`src/design/pbpa_pkg.sv`:
```
`timescale 1ns / 1ps
// ----------------------------------------------------------------------------
// pbpa_pkg
// Shared types, constants and the axis routing function of the permuted box
// pack addresser.
// ----------------------------------------------------------------------------
package pbpa_pkg;

  localparam int DEF_MAX_EXTENT     = 1024;
  localparam int DEF_MAX_COMPONENTS = 16;

  localparam int EXT_W  = 11;
  localparam int COMP_W = 5;
  localparam int PERM_W = 3;
  localparam int SIGN_W = 3;
  localparam int CFG_W  = 11;
  localparam int CIDX_W = 3;
  localparam int VAL_W  = 64;
  localparam int IDX_W  = 34;

  localparam logic [CIDX_W-1:0] REG_EXTENT_I   = 3'd0;
  localparam logic [CIDX_W-1:0] REG_EXTENT_J   = 3'd1;
  localparam logic [CIDX_W-1:0] REG_EXTENT_K   = 3'd2;
  localparam logic [CIDX_W-1:0] REG_COMPONENTS = 3'd3;
  localparam logic [CIDX_W-1:0] REG_AXIS_PERM  = 3'd4;
  localparam logic [CIDX_W-1:0] REG_AXIS_SIGN  = 3'd5;

  localparam logic [PERM_W-1:0] PERM_IJK = 3'd0;
  localparam logic [PERM_W-1:0] PERM_IKJ = 3'd1;
  localparam logic [PERM_W-1:0] PERM_JIK = 3'd2;
  localparam logic [PERM_W-1:0] PERM_JKI = 3'd3;
  localparam logic [PERM_W-1:0] PERM_KIJ = 3'd4;
  localparam logic [PERM_W-1:0] PERM_KJI = 3'd5;

  typedef enum logic [3:0] {
    ST_IDLE = 4'b0001,
    ST_MUL1 = 4'b0010,
    ST_MUL2 = 4'b0100,
    ST_MUL3 = 4'b1000
  } state_t;

  typedef enum logic [1:0] {
    MS_L1 = 2'd0,
    MS_L2 = 2'd1,
    MS_NC = 2'd2
  } mul_sel_t;

  typedef struct packed {
    logic     capture;
    logic     step_en;
    mul_sel_t mul_sel;
    logic     load_out;
  } pbpa_cmd_t;

  // Local axis that lands on neighbour axis n under permutation code
  function automatic logic [1:0] perm_src(input logic [PERM_W-1:0] code,
                                          input logic [1:0] n);
    logic [5:0] src;
    begin
      unique case (code)
        PERM_IKJ: src = {2'd1, 2'd2, 2'd0};
        PERM_JIK: src = {2'd2, 2'd0, 2'd1};
        PERM_JKI: src = {2'd1, 2'd0, 2'd2};
        PERM_KIJ: src = {2'd0, 2'd2, 2'd1};
        PERM_KJI: src = {2'd0, 2'd1, 2'd2};
        default:  src = {2'd2, 2'd1, 2'd0};
      endcase
      unique case (n)
        2'd0:    perm_src = src[1:0];
        2'd1:    perm_src = src[3:2];
        default: perm_src = src[5:4];
      endcase
    end
  endfunction

endpackage

```
`src/design/pbpa_ctrl.sv`:
```
`timescale 1ns / 1ps
// ----------------------------------------------------------------------------
// pbpa_ctrl
// Sequencer: takes one element, steps the shared multiply-add three times and
// loads the output register once it is free.
// ----------------------------------------------------------------------------
module pbpa_ctrl import pbpa_pkg::*; (
  input  logic      clk,
  input  logic      rst,
  input  logic      in_valid,
  output logic      in_ready,
  output logic      out_valid,
  input  logic      out_ready,
  output pbpa_cmd_t cmd
);

  state_t state, state_next;
  logic   out_valid_next;
  logic   load_out;

  assign in_ready = (state == ST_IDLE);
  assign load_out = (state == ST_MUL3) && (!out_valid || out_ready);

  always_comb begin
    state_next = state;
    unique case (state)
      ST_IDLE: if (in_valid) state_next = ST_MUL1;
      ST_MUL1: state_next = ST_MUL2;
      ST_MUL2: state_next = ST_MUL3;
      ST_MUL3: if (load_out) state_next = ST_IDLE;
      default: state_next = ST_IDLE;
    endcase
  end

  always_comb begin
    cmd.capture  = in_valid && in_ready;
    cmd.step_en  = (state == ST_MUL1) || (state == ST_MUL2);
    cmd.load_out = load_out;
    unique case (state)
      ST_MUL1: cmd.mul_sel = MS_L1;
      ST_MUL2: cmd.mul_sel = MS_L2;
      default: cmd.mul_sel = MS_NC;
    endcase
  end

  always_comb begin
    priority if (load_out) begin
      out_valid_next = 1'b1;
    end else if (out_ready) begin
      out_valid_next = 1'b0;
    end else begin
      out_valid_next = out_valid;
    end
  end

  always_ff @(posedge clk) begin
    if (rst) begin
      state     <= ST_IDLE;
      out_valid <= 1'b0;
    end else begin
      state     <= state_next;
      out_valid <= out_valid_next;
    end
  end

endmodule

```
`src/design/pbpa_dp.sv`:
```
`timescale 1ns / 1ps
// ----------------------------------------------------------------------------
// pbpa_dp
// Datapath: configuration registers, local counters, axis routing and the
// shared multiply-add that folds the neighbour coordinates into one index.
// ----------------------------------------------------------------------------
module pbpa_dp import pbpa_pkg::*; #(
  parameter int MAX_EXTENT     = DEF_MAX_EXTENT,
  parameter int MAX_COMPONENTS = DEF_MAX_COMPONENTS
) (
  input  logic              clk,
  input  logic              rst,
  input  logic              cfg_we,
  input  logic [CIDX_W-1:0] cfg_index,
  input  logic [CFG_W-1:0]  cfg_data,
  input  logic [VAL_W-1:0]  element_value,
  input  pbpa_cmd_t         cmd,
  output logic [VAL_W-1:0]  element_value_out,
  output logic [IDX_W-1:0]  dest_index,
  output logic              last_of_box
);

  localparam int CW  = $clog2(MAX_EXTENT);
  localparam int LW  = $clog2(MAX_EXTENT + 1);
  localparam int CCW = (MAX_COMPONENTS > 1) ? $clog2(MAX_COMPONENTS) : 1;
  localparam int NW  = $clog2(MAX_COMPONENTS + 1);

  logic [EXT_W-1:0]  extent [3];
  logic [COMP_W-1:0] components;
  logic [PERM_W-1:0] axis_perm;
  logic [SIGN_W-1:0] axis_sign;

  logic [CW-1:0]     count [3];
  logic [CCW-1:0]    count_comp;

  logic [LW-1:0]     len [3];
  logic [NW-1:0]     nc;
  logic [CW-1:0]     r_loc [3];
  logic [CW-1:0]     rel [3];
  logic [LW-1:0]     lnb [3];
  logic [1:0]        src [3];
  logic [3:0]        wrap;
  logic              last;

  logic [VAL_W-1:0]  value_q;
  logic [CW-1:0]     rel1_q;
  logic [CW-1:0]     rel2_q;
  logic [CCW-1:0]    comp_q;
  logic              last_q;
  logic [IDX_W-1:0]  acc;
  logic [IDX_W-1:0]  mul_op;
  logic [IDX_W-1:0]  add_op;
  logic [IDX_W-1:0]  prod;

  always_comb begin
    for (int d = 0; d < 3; d++) begin
      if (extent[d] == '0) begin
        len[d] = LW'(1);
      end else if (32'(extent[d]) > MAX_EXTENT) begin
        len[d] = LW'(MAX_EXTENT);
      end else begin
        len[d] = LW'(extent[d]);
      end
      r_loc[d] = axis_sign[d] ? CW'(32'(len[d]) - 32'd1 - 32'(count[d])) : count[d];
    end
    if (components == '0) begin
      nc = NW'(1);
    end else if (32'(components) > MAX_COMPONENTS) begin
      nc = NW'(MAX_COMPONENTS);
    end else begin
      nc = NW'(components);
    end
  end

  always_comb begin
    for (int n = 0; n < 3; n++) begin
      src[n] = perm_src(axis_perm, 2'(n));
      rel[n] = r_loc[src[n]];
      lnb[n] = len[src[n]];
    end
  end

  always_comb begin
    wrap[0] = !(32'(count_comp) + 32'd1 < 32'(nc));
    wrap[1] = !(32'(count[2]) + 32'd1 < 32'(len[2]));
    wrap[2] = !(32'(count[1]) + 32'd1 < 32'(len[1]));
    wrap[3] = !(32'(count[0]) + 32'd1 < 32'(len[0]));
    last    = &wrap;
  end

  // Configuration and counters; any write starts a new box
  always_ff @(posedge clk) begin
    if (rst) begin
      for (int d = 0; d < 3; d++) begin
        extent[d] <= EXT_W'(1);
        count[d]  <= '0;
      end
      components <= COMP_W'(1);
      axis_perm  <= '0;
      axis_sign  <= '0;
      count_comp <= '0;
    end else if (cfg_we) begin
      unique case (cfg_index)
        REG_EXTENT_I:   extent[0]  <= cfg_data;
        REG_EXTENT_J:   extent[1]  <= cfg_data;
        REG_EXTENT_K:   extent[2]  <= cfg_data;
        REG_COMPONENTS: components <= cfg_data[COMP_W-1:0];
        REG_AXIS_PERM:  axis_perm  <= cfg_data[PERM_W-1:0];
        REG_AXIS_SIGN:  axis_sign  <= cfg_data[SIGN_W-1:0];
        default: ;
      endcase
      for (int d = 0; d < 3; d++) begin
        count[d] <= '0;
      end
      count_comp <= '0;
    end else if (cmd.capture) begin
      count_comp <= wrap[0] ? '0 : count_comp + CCW'(1);
      if (wrap[0]) begin
        count[2] <= wrap[1] ? '0 : count[2] + CW'(1);
        if (wrap[1]) begin
          count[1] <= wrap[2] ? '0 : count[1] + CW'(1);
          if (wrap[2]) begin
            count[0] <= wrap[3] ? '0 : count[0] + CW'(1);
          end
        end
      end
    end
  end

  always_comb begin
    unique case (cmd.mul_sel)
      MS_L1: begin
        mul_op = IDX_W'(lnb[1]);
        add_op = IDX_W'(rel1_q);
      end
      MS_L2: begin
        mul_op = IDX_W'(lnb[2]);
        add_op = IDX_W'(rel2_q);
      end
      default: begin
        mul_op = IDX_W'(nc);
        add_op = IDX_W'(comp_q);
      end
    endcase
    prod = acc * mul_op + add_op;
  end

  always_ff @(posedge clk) begin
    if (cmd.capture) begin
      value_q <= element_value;
      acc     <= IDX_W'(rel[0]);
      rel1_q  <= rel[1];
      rel2_q  <= rel[2];
      comp_q  <= count_comp;
      last_q  <= last;
    end else if (cmd.step_en) begin
      acc <= prod;
    end
    if (cmd.load_out) begin
      element_value_out <= value_q;
      dest_index        <= prod;
      last_of_box       <= last_q;
    end
  end

endmodule

```
`src/design/permuted_box_pack_addresser.sv`:
```
`timescale 1ns / 1ps
// ----------------------------------------------------------------------------
// permuted_box_pack_addresser
// Streams box elements in local order and tags each with its linear index in
// the neighbour's permuted and possibly reversed order.
// ----------------------------------------------------------------------------
// Each element goes through ST_MUL1, ST_MUL2 and ST_MUL3, three passes through
// one shared multiply-add that fold the coordinates; a new element is taken
// only once the output register has been loaded.
// Reset clears the counters and loads extents 1, components 1, permutation
// and signs 0; any configuration write also restarts the box at its origin.
// ----------------------------------------------------------------------------
module permuted_box_pack_addresser import pbpa_pkg::*; #(
  parameter int MAX_EXTENT     = DEF_MAX_EXTENT,
  parameter int MAX_COMPONENTS = DEF_MAX_COMPONENTS
) (
  input  logic              clk,
  input  logic              rst,
  input  logic              cfg_we,
  input  logic [CIDX_W-1:0] cfg_index,
  input  logic [CFG_W-1:0]  cfg_data,
  input  logic              in_valid,
  output logic              in_ready,
  input  logic [VAL_W-1:0]  element_value,
  output logic              out_valid,
  input  logic              out_ready,
  output logic [VAL_W-1:0]  element_value_out,
  output logic [IDX_W-1:0]  dest_index,
  output logic              last_of_box
);

  pbpa_cmd_t cmd;

  pbpa_ctrl u_ctrl (
    .clk       (clk),
    .rst       (rst),
    .in_valid  (in_valid),
    .in_ready  (in_ready),
    .out_valid (out_valid),
    .out_ready (out_ready),
    .cmd       (cmd)
  );

  pbpa_dp #(
    .MAX_EXTENT     (MAX_EXTENT),
    .MAX_COMPONENTS (MAX_COMPONENTS)
  ) u_dp (
    .clk               (clk),
    .rst               (rst),
    .cfg_we            (cfg_we),
    .cfg_index         (cfg_index),
    .cfg_data          (cfg_data),
    .element_value     (element_value),
    .cmd               (cmd),
    .element_value_out (element_value_out),
    .dest_index        (dest_index),
    .last_of_box       (last_of_box)
  );

endmodule

```
`config.mk`:
```
export PLATFORM = sky130hd
export DESIGN_NAME = permuted_box_pack_addresser
export DESIGN_NICKNAME = d
export VERILOG_FILES = /design/src/design/pbpa_pkg.sv /design/src/design/pbpa_ctrl.sv /design/src/design/pbpa_dp.sv /design/src/design/permuted_box_pack_addresser.sv
export SDC_FILE = /design/constraint.sdc
export NUM_CORES = 1
export LEC_CHECK = 0
export BUFFER_PORTS_ARGS = -buffer_cell sky130_fd_sc_hd__buf_2
export CORE_ASPECT_RATIO = 0.9
export CORE_UTILIZATION = 53
export DETAILED_ROUTE_END_ITERATION = 10
export PLACE_DENSITY = 0.69
export SLEW_MARGIN = 20
export SYNTH_ARGS = -nofsm -noshare
export SYNTH_HDL_FRONTEND = slang
export SYNTH_SLANG_ARGS = --single-unit
```
`constraint.sdc`:
```
create_clock -name clk -period 9.9 [get_ports clk]
set_input_delay 0.495 -clock clk [delete_from_list [all_inputs] [get_ports clk]]
set_output_delay 0.495 -clock clk [all_outputs]
set_load 0.005 [all_outputs]
```
# Word level (Yosys, flattened, before mapping)
# Memory sizes are Yosys's and may differ from the RTL's.
# Index checks and enable logic that the tools add are counted.
[totals] ff_bits=242 ram_bits=63 inputBits=83 output_inout_bits=101 wordCells=182 mem_count=2
[mem_list] memory="u_dp.extent" depth=3 width=11 rd=3 rd_clocked_by_memory_dff=0 write_ports=3 line_no="pbpa_dp.sv:28" text="logic [EXT_W-1:0] extent [3];"
[mem_list] memory="u_dp.count" depth=3 width=10 rd=3 rd_clocked_by_memory_dff=0 write_ports=3 line_no="pbpa_dp.sv:33" text="logic [CW-1:0] count [3];"
[op_classes] add_sub_neg=15 mul=1 magnitude_cmp=11 n_eq_ne=17 muxes=85 n_bitwise=12 reduce_logical=23
[op_table] operator="10-bit 2-to-1 mux" n=20
[op_table] operator="11-bit 2-to-1 mux" n=13
[op_table] operator="10-bit binary-select mux with 2-bit select" n=3
[op_table] operator="11-bit binary-select mux with 2-bit select" n=2
[op_table] operator="1-bit 2-to-1 mux" n=37
[op_table] operator="34-bit by 10-bit adder with 34-bit output" n=1
[op_table] operator="34-bit by 11-bit multiplier with 34-bit output" n=1
[op_table] operator="10-bit by 1-bit adder with 11-bit output, second input constant" n=3
[op_table] operator="11-bit greater-than comparator, second input constant" n=3
[op_table] operator="11-bit zero test" n=3
[op_table] operator="11-bit less-than comparator" n=3
[op_table] operator="32-bit by 5-bit less-than comparator with 1-bit output" n=1
[op_table] operator="10-bit by 1-bit adder with 10-bit output, second input constant" n=3
[op_table] operator="6-bit case mux with 5 select lines" n=1
[op_table] operator="10-bit by 1-bit subtractor with 10-bit output, second input constant" n=3
[op_table] operator="10-bit subtractor" n=3
[op_table] operator="11-bit case mux with 2 select lines" n=1
[op_table] operator="10-bit case mux with 2 select lines" n=1
[op_table] operator="4-bit case mux with 4 select lines" n=1
[op_table] operator="3-bit by 2-bit equality test with 1-bit output, second input constant" n=4
[op_table] operator="3-bit equality test, second input constant" n=4
[op_table] operator="4-bit 2-to-1 mux" n=3
[op_table] operator="5-bit 2-to-1 mux" n=2
[op_table] operator="3-bit >= comparator, second input constant" n=3
[op_table] operator="24 further kinds" n=45

# Depth between registers and ports, before layout
# An unclocked memory read counts as a cell.
[logic_depth] depth_word=13 depth_mapped=33 ltp_nobuf=30

# By module
# A second synthesis with hierarchy kept.
[hier_totals] hier_cells=2366 area_unflattened_um2=24458.5
[modules_own_cells] module="pbpa_dp" instances=1 cells_each=2334 area_per_inst_um2=24159.4
[modules_own_cells] module="pbpa_ctrl" instances=1 cells_each=32 area_per_inst_um2=299.0

# Worst setup path before layout
# OpenSTA, ideal clock, no wires.
[synth_path] path_type="flip-flop to flip-flop" start="register u_dp.axis_perm[2]" end="register u_dp.acc[31]" arrival_time_ns=7.302 t_required_ns=9.840 setup_slack_ns=2.538 path_stages_with_launch=31 path_buffers=4 cell_sequence="dfxtp_1 buf_4 nand2b_2 a21oi_2 buf_2 nand2_1 o22ai_1 a211o_1 clkbuf_1 clkbuf_1 nand2_1 fa_1 inv_1 fa_1 inv_1 fa_1 fa_1 fa_1 inv_1 ha_1 a21o_1 a21o_1 a21o_1 and2_1 or2_1 a2111o_1 a21oi_1 o21bai_1 a2111o_1 o311ai_1 a22o_1"
[synth_between] elab_chain_cells=9 elab_cells_between_ends=17
[synth_rtl] element="start, declared" line_no="pbpa_dp.sv:30" text="logic [PERM_W-1:0] axis_perm;"
[synth_rtl] element="start signal, assigned" line_no="pbpa_dp.sv:108" text="REG_AXIS_PERM: axis_perm <= cfg_data[PERM_W-1:0];"
[synth_rtl] element="3-bit equality test (tied with other cells)" line_no="pbpa_pkg.sv:60" text="unique case (code)"
[synth_rtl] element="6-bit case mux with 5 select lines (*)" line_no="pbpa_pkg.sv:60"
[synth_rtl] element="2-bit inverter with 3-bit output (not written as such)" line_no="pbpa_dp.sv:79" text="lnb[n] = len[src[n]];"
[synth_rtl] element="11-bit binary-select mux with 2-bit select" line_no="pbpa_dp.sv:79"
[synth_rtl] element="11-bit 2-to-1 mux (not written as such) (2 in series)" line_no="pbpa_dp.sv:79"
[synth_rtl] element="11-bit case mux with 2 select lines (*)" line_no="pbpa_dp.sv:131" text="unique case (cmd.mul_sel)"
[synth_rtl] element="34-bit by 11-bit multiplier with 34-bit output (*)" line_no="pbpa_dp.sv:145" text="prod = acc * mul_op + add_op;"
[synth_rtl] element="34-bit by 10-bit adder with 34-bit output (*)" line_no="pbpa_dp.sv:145"
[synth_rtl] element="via u_dp.prod[31]" line_no="pbpa_dp.sv:53" text="logic [IDX_W-1:0] prod;"
[synth_rtl] element="end signal, assigned" line_no="pbpa_dp.sv:151" text="acc <= IDX_W'(rel[0]);"
[synth_rtl] element="end signal, assigned" line_no="pbpa_dp.sv:157" text="acc <= prod;"
[synth_rtl] element="end, declared" line_no="pbpa_dp.sv:50" text="logic [IDX_W-1:0] acc;"
# Mark *: on every way through the listed nets, which the timed path passes. The rest lies on a longest branch. The select of a mux whose other input is x is not followed.
# A chain may end at the register's enable or synchronous reset.

# Worst setup path after layout
[layout_path] start="register u_dp.axis_perm[1]" end="register u_dp.acc[31]"
# Same word-level chain as after synthesis.

==> results.sh <==
export IMPL_status="completed"
export IMPL_antenna_found_initial=1
export IMPL_num_rows=73
export IMPL_final_area_sq_mm=0.0267
export IMPL_n_antenna_cell=0
export IMPL_cts_buffer_depth=3
export IMPL_drc=0
export IMPL_grt_max_degree=78
export IMPL_viasPerCell=5.51
export IMPL_area_growth_pct=11.1
export IMPL_cts_tree="yes"
export IMPL_utilization_pct=60.1
export IMPL_period_minus_slack_ns=8.69
export IMPL_crit_path_end_kind="flop"
export IMPL_finalClockSkew_ns=0.0386
export IMPL_die_h_um=204
export IMPL_cp_data_arrival_time_ns=9.17
export IMPL_portBuffers=183
export IMPL_crit_type="reg2reg"
export IMPL_drive_gt1_share_pct=11.9
export IMPL_crit_fanout=19
export IMPL_synth_warnings=0
export IMPL_ctsResizeCount=0
export IMPL_grt_usage_pct=27.1
export IMPL_irDropWorstVdd_uv=110
export IMPL_ys_async_sr_fraction_pct=0
export IMPL_syn_area_sq_mm=0.0240
export IMPL_yosysSeqAreaShare_pct=36.3
export IMPL_numCtsBuffers=35
export IMPL_clk_latency_ns=0.57
export IMPL_drv_slew=0
export IMPL_synth_area_leaders="edfxtp_1 33%, fa_1 21%, ha_1 7.5%"
export IMPL_cellPowerDensity_mw_per_mm2=131
export IMPL_cp_required_ns=10.38
export IMPL_drv_cap=0
export IMPL_grt_pass1_wl_um=96000
export IMPL_synth_seq_cells=305
export IMPL_place_congestion=0.934
export IMPL_dieArea_sq_mm=0.0461
export IMPL_setup_viol=0
export IMPL_layout_setup_ws_ns=1.21
export IMPL_hpwlAfterDp_um=45700
export IMPL_wirelength_um=59200
export IMPL_cts_clk_slew_worst_paths_ns=0.06
export IMPL_rsz0062_at_grt="false"
export IMPL_p_leak_nw=11.4
export IMPL_ys_flop_type="edfxtp_1"
export IMPL_die_w_um=226
export IMPL_synthCells=2270
export IMPL_fill_cells=3727
export IMPL_post_synth_top_count_cell="inv_1"
export IMPL_wl_per_cell_um=19.4
export IMPL_slew_headroom_pct=33.8
export IMPL_worstHoldPathType="in2reg"
export IMPL_drt_iter0_drc=1148
export IMPL_vias=16800
export IMPL_r2r_slack_ns=1.21
export IMPL_place_ws_ns=1.34
export IMPL_detailed_place_area_sq_mm=0.0255
export IMPL_ant_nets=0
export IMPL_synth_edff_count=261
export IMPL_grt_overflow_total=0
export IMPL_io_pin_count=184
export IMPL_synth_top_area_share_pct=32.7
export IMPL_postCtsSetupBuffers=0
export IMPL_fin_nets=2896
export IMPL_synth_commonest_cells="381 x inv_1, 261 x edfxtp_1, 249 x fa_1"
export IMPL_htreeDepth=2
export IMPL_synth_nets=2745
export IMPL_coreArea_sq_mm=0.0444
export IMPL_start_util_pct=54.1
export IMPL_drt_pass1_iter_count=7
export IMPL_crit_path_start_kind="flop"
export IMPL_max_freq_mhz=115
export IMPL_syn_avg_cell_area_sq_um=10.6
export IMPL_finalCritPeriodShare_pct=87.7
export IMPL_yosys_cell_types_count=74
export IMPL_hold_violations=0
export IMPL_yosys_area_top_type="edfxtp_1"
export IMPL_holdBufCountCts=0
export IMPL_tns_ns=0
export IMPL_grt_pass1_vias=17600
export IMPL_cts_root_buffer="clkbuf_16"
export IMPL_tightest_slew_ns=0.993
export IMPL_clock_sinks=305
## critical path: stages (launching register included)
cell      delay, ns
dfxtp_1        0.58
nand2b_1       0.65
nand2_1        0.49
nor2_1         0.20
o21ai_0        0.09
nand3_1        0.64
buf_4          0.27
nand2_1        0.09
fa_1           0.44
fa_1           0.48
inv_1          0.05
fa_1           0.47
fa_1           0.56
inv_1          0.06
fa_1           0.52
inv_1          0.04
ha_1           0.33
or2_1          0.25
a21oi_1        0.29
nor2b_1        0.11
o21a_1         0.14
a31o_2         0.23
a2111o_1       0.44
a21oi_1        0.27
o21bai_1       0.17
a2111o_1       0.43
o311ai_1       0.11
a22o_1         0.20
## final timing paths
path                            cells after the start                                   end                      startpoint
worst max register to register                     27             u_dp.acc[31]$_SDFFE_PP0P_  u_dp.axis_perm[1]$_SDFFE_PP0P_
worst min-delay path                                1            u_dp.value_q[29]$_DFFE_PP_               element_value[29]
worst max-delay path                               27             u_dp.acc[31]$_SDFFE_PP0P_  u_dp.axis_perm[1]$_SDFFE_PP0P_
worst min register to register                      0  u_dp.element_value_out[34]$_DFFE_PP_      u_dp.value_q[34]$_DFFE_PP_
## where the power goes
part / internal (W) / switching, W
Sequential: 0.00149 / 0.0000756
Clock: 0.000732 / 0.000569
Combinational: 0.000236 / 0.000381
## cell usage in the layout (no fill, tap or decap), drive strengths merged, types with 44 or more instances in the layout
cell type,n
edfxtp,261
nor2,91
nor2b,110
inv,387
fa,249
dfxtp,44
o21ai,61
buf,208
a21oi,76
nand2,222
xnor2,72
ha,143
and2,102
## area by class of cell
class                           count  area, sq um  area share [%]
Inverter                          382         1440            5.39
Clock inverter                     23          268            1.00
Multi-Input combinational cell   1489        13500            50.6
Timing Repair Buffer              208         1100            4.14
Tap cell                          600          751            2.82
Clock buffer                       40          905            3.39
Sequential cell                   305         8720            32.7
## per-layer routing
layer  routed length, um  share of wire [%]  up-vias  global-route usage [%]
met5                  11              0.019        -                       0
met4                1200                2.0        2                    7.00
met3                3660                6.2       93                    4.20
met2               27100                 46      518                    43.2
met1               27200                 46     8457                    38.7
li1                    -                  -     7725                       -
## sequential cells by signal, summed over array words and instances, names as in the netlist
| signal | count |
|---|---|
| u_ctrl.out_valid | 1 |
| u_ctrl.state | 4 |
| u_dp.acc | 34 |
| u_dp.axis_perm | 3 |
| u_dp.axis_sign | 3 |
| u_dp.comp_q | 4 |
| u_dp.components | 5 |
| u_dp.count | 30 |
| u_dp.count_comp | 4 |
| u_dp.dest_index | 34 |
| u_dp.element_value_out | 64 |
| u_dp.extent | 33 |
| u_dp.last_of_box | 1 |
| u_dp.last_q | 1 |
| u_dp.rel1_q | 10 |
| u_dp.rel2_q | 10 |
| u_dp.value_q | 64 |
## cells by family after synthesis
family | synth area share, %
simple gates | 13.9
buf+inv | 7.55
flops | 36.3
compound gates | 8.46
mux | 1.93
xor+xnor | 3.60
fa+ha+maj | 28.2
## per-stage QoR
stage                     hold slack (ns)  total power [W]  instances
after floorplan                     0.400          0.00199       2270
after global placement              0.401          0.00218       2984
after detailed placement            0.405          0.00220       2984
after CTS                          0.0642          0.00351       3047
after global routing               0.0654          0.00365       3047
final                              0.0995          0.00349       3047
(Power assumes the default switching activity.)
